==> src/design/assert_macros.svh <==
// Assertion macros used by the peer recency table datapath.
`ifndef ASSERT_MACROS_SVH
`define ASSERT_MACROS_SVH

// Property checked on every rising clock edge outside reset.
`define PRT_ASSERT(lbl, clk, rst_n, prop, msg) \
    lbl: assert property (@(posedge clk) disable iff (!rst_n) (prop)) else $error(msg);

// Implication checked in the same cycle, outside reset.
`define PRT_ASSERT_IMP(lbl, clk, rst_n, ante, cons, msg) \
    lbl: assert property (@(posedge clk) disable iff (!rst_n) (ante) |-> (cons)) \
        else $error(msg);

`endif

==> src/design/prt_pkg.sv <==
// Types and constants shared by the peer recency table modules.
package prt_pkg;

    localparam int TABLE_DEPTH_DEF = 64;
    localparam int COUNT_W = 7;
    localparam int CFG_IDX_W = 8;

    localparam logic [63:0] DEFAULT_TTL_MS = 64'd604800000;
    localparam logic [COUNT_W-1:0] DEFAULT_CAPACITY = 7'd50;

    localparam logic [CFG_IDX_W-1:0] CFG_TIME_TO_LIVE_MS = 8'd0;
    localparam logic [CFG_IDX_W-1:0] CFG_CAPACITY_LIMIT = 8'd1;

    localparam logic ACT_RECORD = 1'b0;
    localparam logic ACT_QUERY = 1'b1;

    typedef struct packed {
        logic        action;
        logic [7:0]  id_type;
        logic [63:0] device_id;
        logic [63:0] now_ms;
        logic        time_valid;
    } t_prt_in_req;

    typedef struct packed {
        logic               key_found;
        logic               recently_synced;
        logic               evicted;
        logic [COUNT_W-1:0] entry_count;
    } t_prt_out_rsp;

    typedef struct packed {
        logic        valid;
        logic [7:0]  id_type;
        logic [63:0] device_id;
        logic [63:0] time_ms;
    } t_prt_entry;

    typedef struct packed {
        logic clear;
        logic start;
        logic scan;
        logic commit_a;
        logic commit_b;
        logic finish;
    } t_prt_cmd;

    typedef struct packed {
        logic addr_last;
        logic need_b;
        logic out_free;
    } t_prt_sts;

endpackage

==> src/design/prt_ctrl.sv <==
// Controller state machine of the peer recency table.
module prt_ctrl (
    input  logic              i_clk,
    input  logic              i_rst_n,
    input  logic              i_in_valid,
    output logic              o_in_ready,
    input  prt_pkg::t_prt_sts i_sts,
    output prt_pkg::t_prt_cmd o_cmd
);

    typedef enum logic [6:0] {
        S_CLEAR    = 7'b0000001,
        S_IDLE     = 7'b0000010,
        S_SCAN     = 7'b0000100,
        S_DRAIN    = 7'b0001000,
        S_COMMIT   = 7'b0010000,
        S_COMMIT_B = 7'b0100000,
        S_OUT      = 7'b1000000
    } t_prt_state;

    t_prt_state r_state;
    t_prt_state n_state;

    always_ff @(posedge i_clk) begin
        if (!i_rst_n) begin
            r_state <= S_CLEAR;
        end else begin
            r_state <= n_state;
        end
    end

    always_comb begin
        n_state = r_state;
        o_cmd = '0;
        o_in_ready = 1'b0;
        unique case (r_state)
            S_CLEAR: begin
                o_cmd.clear = 1'b1;
                if (i_sts.addr_last) begin
                    n_state = S_IDLE;
                end
            end
            S_IDLE: begin
                o_in_ready = 1'b1;
                if (i_in_valid) begin
                    o_cmd.start = 1'b1;
                    n_state = S_SCAN;
                end
            end
            S_SCAN: begin
                o_cmd.scan = 1'b1;
                if (i_sts.addr_last) begin
                    n_state = S_DRAIN;
                end
            end
            S_DRAIN: begin
                n_state = S_COMMIT;
            end
            S_COMMIT: begin
                o_cmd.commit_a = 1'b1;
                n_state = i_sts.need_b ? S_COMMIT_B : S_OUT;
            end
            S_COMMIT_B: begin
                o_cmd.commit_b = 1'b1;
                n_state = S_OUT;
            end
            S_OUT: begin
                if (i_sts.out_free) begin
                    o_cmd.finish = 1'b1;
                    n_state = S_IDLE;
                end
            end
            default: begin
                n_state = S_CLEAR;
            end
        endcase
    end

endmodule

==> config.mk <==
export PLATFORM = sky130hd
export DESIGN_NAME = prt_ctrl
export DESIGN_NICKNAME = d
export VERILOG_FILES = /design/src/design/assert_macros.svh /design/src/design/prt_pkg.sv /design/src/design/prt_ctrl.sv
export SDC_FILE = /design/constraint.sdc
export NUM_CORES = 1
export LEC_CHECK = 0
export BUFFER_PORTS_ARGS = -buffer_cell sky130_fd_sc_hd__buf_2
export CAP_MARGIN = 25
export CORE_MARGIN = 3
export CORE_UTILIZATION = 26
export CTS_BUF_LIST = sky130_fd_sc_hd__clkbuf_16
export CTS_CLUSTER_DIAMETER = 80
export DETAILED_ROUTE_END_ITERATION = 12
export HOLD_SLACK_MARGIN = 0.15
export PLACE_DENSITY = 0.42
export SLEW_MARGIN = 25
export SYNTH_ARGS = -nofsm -noshare
export SYNTH_HDL_FRONTEND = slang
export SYNTH_SLANG_ARGS = --single-unit
==> constraint.sdc <==
create_clock -name i_clk -period 2.7 [get_ports i_clk]
set_input_delay 0.54 -clock i_clk [delete_from_list [all_inputs] [get_ports i_clk]]
set_output_delay 0.54 -clock i_clk [all_outputs]
set_load 0.05 [all_outputs]
==> results of run 1 <==
cell type report:
type	instances	share of cell area, %
Clock buffer	3	11.36
Tap cell	25	4.735
Multi-Input combinational cell	49	50.76
Sequential cell	7	21.21
Inverter	2	1.136
Clock inverter	1	0.5682
Timing Repair Buffer	13	10.23
Yosys cell counts, drive strengths merged (2+ instances only):
library cell  instances  area, um2
nor3                  4      20.02
a211oi                2      15.01
or3                   3      28.78
inv                   2      7.500
or4                   3      26.27
o21ai                 6      30.03
dfxtp                 7      140.1
nand2                 2      7.510
nand2b                5      31.28
nand3b                2      15.01
nor2                  7      26.28
power breakdown:
group	switching (mW)	internal [mW]
Clock	0.0611	0.193
Sequential	0.0354	0.125
Combinational	0.180	0.111
Total	0.277	0.430
path summary, 6_finish.rpt:
kind | startpoint | endpoint | slack (ps) | cells past startpoint
worst max-delay path | r_state[3]$_SDFFE_PN0P_ | o_cmd[4] | 240 | 5
worst min-delay path | r_state[3]$_SDFFE_PN0P_ | r_state[4]$_SDFFE_PN0P_ | 550 | 2
worst max register to register | r_state[2]$_SDFFE_PN0P_ | r_state[5]$_SDFFE_PN0P_ | 1020 | 4
worst min register to register | r_state[3]$_SDFFE_PN0P_ | r_state[4]$_SDFFE_PN0P_ | 550 | 2
cells by family (layout without fill, tap and decap cells):
family	after synthesis	count (layout)	synth area share [%]
DFF	7	7	28.50
AOI/OAI and AO/OA	12	12	16.54
xor gates and xnor gates	2	2	3.563
buffers and inverters	4	19	3.305
and+or+nand+nor	35	35	48.09
worst max-delay path, delay by kind of cell, from the launching register on:
| kind | cells | cell delay, ps |
|---|---|---|
| DFF | 1 | 330 |
| buffers and inverters | 2 | 330 |
| and+or+nand+nor | 3 | 1010 |
cells in the final DEF, fill, tap and decap left out, types with 2 or more instances in the layout:
master,n
dfxtp_1,7
nand2b_1,5
nand3b_1,2
or3_4,2
o21ai_0,4
nor3_1,4
inv_1,2
or4_1,2
buf_2,12
nor2_1,7
clkbuf_16,3
o21ai_1,2
nand2_1,2
a211oi_1,2
through the flow:
| step | area, um2 | instances | setup slack [ps] | hold slack, ps |
|---|---|---|---|---|
| 2_1_floorplan | 491.7 | 60 | 256.6 | 502.7 |
| 3_3_place_gp | 581.8 | 96 | 501.1 | 550.4 |
| 3_5_place_dp | 581.8 | 96 | 487.3 | 538.8 |
| 4_1_cts | 660.6 | 100 | 242.2 | 546.1 |
| 5_1_grt | 660.6 | 100 | 169.8 | 573.8 |
| 6_report | 660.6 | 100 | 242.3 | 548.5 |
layer usage:
layer | routed length (um) | track usage (%) | part of all wire [%]
met1 | 584 | 14.47 | 48
met2 | 523 | 16.29 | 43
met5 | 0 | 0 | 0
met4 | 48 | 9.677 | 3.9
met3 | 70 | 6.042 | 5.7
==> results by group, run 1 <==
Status
  • Status: completed

Logic synthesis
  • Unique masters post-synth: 32
  • Post-synth EDFFs: 0
  • Register area share after synthesis: between 20% and 30%
  • #FFs+latches synth: 7
  • YS warnings: 0
  • Syn Area/Cell: around 8.2 um2
  • Syn_nets: 66
  • Post-synth ARST share: 0%
  • Most used DFF post-synth: dfxtp_1
  • Post-Syn Area: 491.7 um2
  • Syn Inst Count: 60

Clock tree
  • PostCTS Resize Cnt: 0
  • Clock latency on the worst-skew pair: 230 ps
  • Worst-path clk slew: around 40 ps
  • Num CTS Buffers: 3
  • Max Buffers Root-to-Sink: 2
  • Root Buffer: clkbuf_16
  • Post-CTS Hold Buffers: 0
  • Post-CTS Setup Repair Bufs: 0
  • CTS sink cnt: 7
  • CTS tree: built
  • H-tree depth: 1

Min path
  • Hold Crit Class: reg -> reg

STA
  • Fin crit share: about 91%
  • Rel. slew slack: roughly 76%
  • Max Fclk: 0.4069 GHz
  • Slew @ Worst Pin: 358.4 ps
  • RSZ-0062 raised after global routing: no
  • Max Transition Viols Final: 0
  • Worst Skew: between 3 and 4 ps
  • Min Tclk post-route: 2458 ps
  • Final setup violation count: 0
  • Final hold viol count: 0
  • TNS Setup: 0 ps

Global routing
  • Antenna violations before repair: 0
  • First-pass GRT wire length: about 2.1 mm
  • GRT Total Usage: 12.18%
  • Aggregate global routing overflow: 0
  • Vias in the first global route: around 450
  • Largest net degree at the start of global routing: 12

Floorplanning
  • Starting Density: approximately 28%
  • Ports: 13
  • # rows: 15
  • Die H: slightly below 50 um
  • Die area: about 2400 um2
  • Die X: 49.49 um
  • Core box area: roughly 1800 um2

Placed design
  • Routability cong.: 0.7531
  • Dpl hpwl: around 950 um
  • PortBufs: 12

Setup path
  • Startpoint types: flip-flop
  • Slowest stage cell on the critical path: or4_4
  • Crit path cell chain: or3_4 > or4_4 > inv_2 > and2_1 > buf_2
  • CP Data Arrival Time: 1920 ps
  • Crit-path max cell delay: about 500 ps
  • Crit Path Max Fanout: 6
  • Kind of critical path: reg -> out
  • Worst path required time: around 2200 ps
  • Crit. End Element: output pin

Power and ir drop
  • Pwr Density: between 1000 and 1500 nW/um2
  • Leak: roughly 0.28 nW
  • Peak supply drop: roughly 0.26 mV
  • Power, Total: 706.8 uW

Cells and area
  • Layout area overhead: 34.35%
  • # fillers: 213
  • FF/Latch Area: ~140 um2
  • Multi-input logic area: between 300 and 400 um2
  • Largest Register: r_state
  • Layout cells sized above 1: a little over 30%
  • Max FFs per register: 7
  • Diode count: 0
  • Net count, final: between 80 and 90
  • Top flop regs: r_state: 7 flops
  • Util after Layout: 37.45%

Detailed routing
  • DRT iter0 DRCs: 10
  • Routed WL: approximately 1.2 mm
  • 1st-pass router iterations: 4
  • # DRC: 0
  • Vias: approximately 500
  • ANT nets after route: 0
  • DR WL/cell: between 10 and 15 um
  • Via/cell ratio: about 5

Run
  • MaxCap Viol Count: 0
No activity file was read; power rests on OpenSTA's default activity.
==> run 2: changes to the inputs <==
- CORE_MARGIN: 3 -> 2
- PLACE_DENSITY: 0.42 -> unset
==> run 2 against run 1 <==
Via count rose by 0.41%. Core utilization up 0.40 points. Maximum frequency shrank 0.79%. First-iteration DRC count shrank 80%. Combinational power barely moved. Non-clock buffer count unchanged. Sequential share of layout area stayed put. Critical path depth unchanged. Register-to-register slack worse by 50 ps. Cell area unchanged. Wire length down 2.5%. Sequential cell count is the same. Largest power group unchanged.
==> results by group, run 2 (synthesis gave the netlist of run 1 again) <==
Floorplanning
  • # rows: 15
  • Ports: 13
  • Starting Density: between 20% and 30%
  • Core box area: around 1700 um2
  • Die area: 2255 um2
  • Die H: 47.49 um
  • Die X: roughly 47 um

Placed design
  • Dpl hpwl: about 940 um
  • Post-DP Area: 581.8 um2
  • PortBufs: 12
  • Routability cong.: ~0.82

Cells and area
  • Fin area: roughly 660 um2
  • Util after Layout: about 38%
  • Layout area overhead: 34.35%
  • Net count, final: 82
  • Leading cell type in the layout, fill and taps excluded: buf_2
  • Max FFs per register: 7
  • Largest Register: r_state
  • Most frequent cells in the layout: buf_2, nor2_1, dfxtp_1, nand2b_1
  • Top flop regs: r_state: 7 flops
  • Diode count: 0
  • Layout cells sized above 1: between 30% and 40%

Clock tree
  • Post-CTS Setup Repair Bufs: 0
  • Root Buffer: clkbuf_16
  • Max Buffers Root-to-Sink: 2
  • Clock latency on the worst-skew pair: 230 ps
  • PostCTS Resize Cnt: 0
  • Num CTS Buffers: 3
  • Post-CTS Hold Buffers: 0
  • H-tree depth: 1
  • CTS tree: built
  • Worst-path clk slew: about 30 ps
  • CTS sink cnt: 7

STA
  • Fin crit share: roughly 92%
  • TNS Setup: 0 ps
  • Max Fclk: about 0.40 GHz
  • Min Tclk post-route: between 2000 and 2500 ps
  • Rel. slew slack: about three quarters
  • RSZ-0062 raised after global routing: no
  • Worst Skew: between 2 and 2.5 ps
  • Slew @ Worst Pin: ~370 ps
  • Final hold viol count: 0
  • Max Transition Viols Final: 0
  • Final setup violation count: 0
  • Tightest hold margin: approximately 550 ps

Setup path
  • Reg2Reg Capture Point: r_state[5]$_SDFFE_PN0P_
  • Worst path required time: roughly 2200 ps
  • Crit Path Max Fanout: 6
  • Kind of critical path: reg -> out
  • Reg2Reg Setup Slack: ~970 ps
  • Crit path launch: r_state[3]$_SDFFE_PN0P_
  • Worst r2r src: r_state[6]$_SDFFE_PN0P_
  • Crit path to: o_cmd[4]
  • Crit. End Element: output pin
  • Worst reg2reg path depth: 5
  • Startpoint types: flip-flop
  • CP Data Arrival Time: between 1500 and 2000 ps

Min path
  • Hold Startpoint: r_state[3]$_SDFFE_PN0P_
  • Hold Crit Class: reg -> reg

Detailed routing
  • DRT met1 WL: between 500 and 600 um
  • DR WL/cell: between 10 and 15 um
  • Vias: 493
  • Met2 WL post-DR: about 560 um
  • 1st-pass router iterations: 3
  • DR WL met3: about 62 um
  • # DRC: 0
  • ANT nets after route: 0
  • DRT iter0 DRCs: 2
  • Routed WL: 1.196 mm
  • Top sig layer: met3
  • Via/cell ratio: 4.930

Power and ir drop
  • Leak: around 0.28 nW
  • Pwr Density: about 1100 nW/um2
  • Peak supply drop: roughly 0.42 mV

Global routing
  • Antenna violations before repair: 0
  • Largest net degree at the start of global routing: 12
  • First-pass GRT wire length: ~1.8 mm
  • GRT Total Usage: about an eighth
  • Vias in the first global route: between 400 and 500
  • Aggregate global routing overflow: 0

Run
  • MaxCap Viol Count: 0

Status
  • Status: completed
run 2: worst min-delay path by stage:
stage | endpoint | slack (ps) | cells after the start
5_1_grt | r_state[4]$_SDFFE_PN0P_ | 590 | 2
3_3_place_gp | r_state[4]$_SDFFE_PN0P_ | 530 | 2
3_5_place_dp | r_state[4]$_SDFFE_PN0P_ | 540 | 2
4_1_cts | r_state[4]$_SDFFE_PN0P_ | 540 | 2
6_report | r_state[4]$_SDFFE_PN0P_ | 550 | 2
2_1_floorplan | r_state[4]$_SDFFE_PN0P_ | 500 | 2
run 2: cell type report:
cell class                 count  area [um2]
fill                         179        1085
multi-input combinational     49       335.3
sequential                     7       140.1
clock buffer                   3       75.07
timing repair buffer          13       67.56
tap                           25       31.28
inverter                       2       7.507
clock inverter                 1       3.754
run 2: metal layers:
layer	up-vias	global-route usage, %
li1	252	-
met1	232	14.35
met4	0	3.333
met3	0	6.792
met2	9	19.46
met5	-	0
run 2: worst max-delay path, stage by stage, from the launching register on:
cell and delay [ps]:
dfxtp_1 330, or3_4 400, or4_4 510, inv_2 80, and2_1 120, buf_2 260
run 2: power breakdown:
| part | switching (mW) | internal (mW) |
|---|---|---|
| sequential | 0.0341 | 0.126 |
| combinational | 0.180 | 0.111 |
| clock | 0.0543 | 0.192 |
run 2: stage by stage:
step / total power [mW] / cells / worst slack [ps]
after CTS: 0.7027 / 100 / 213.1
after global routing: 0.7421 / 100 / 150.8
after global placement: 0.4487 / 96 / 509.1
after floorplan: 0.3853 / 60 / 256.6
after detailed placement: 0.4509 / 96 / 455.7
final: 0.6977 / 100 / 222.8
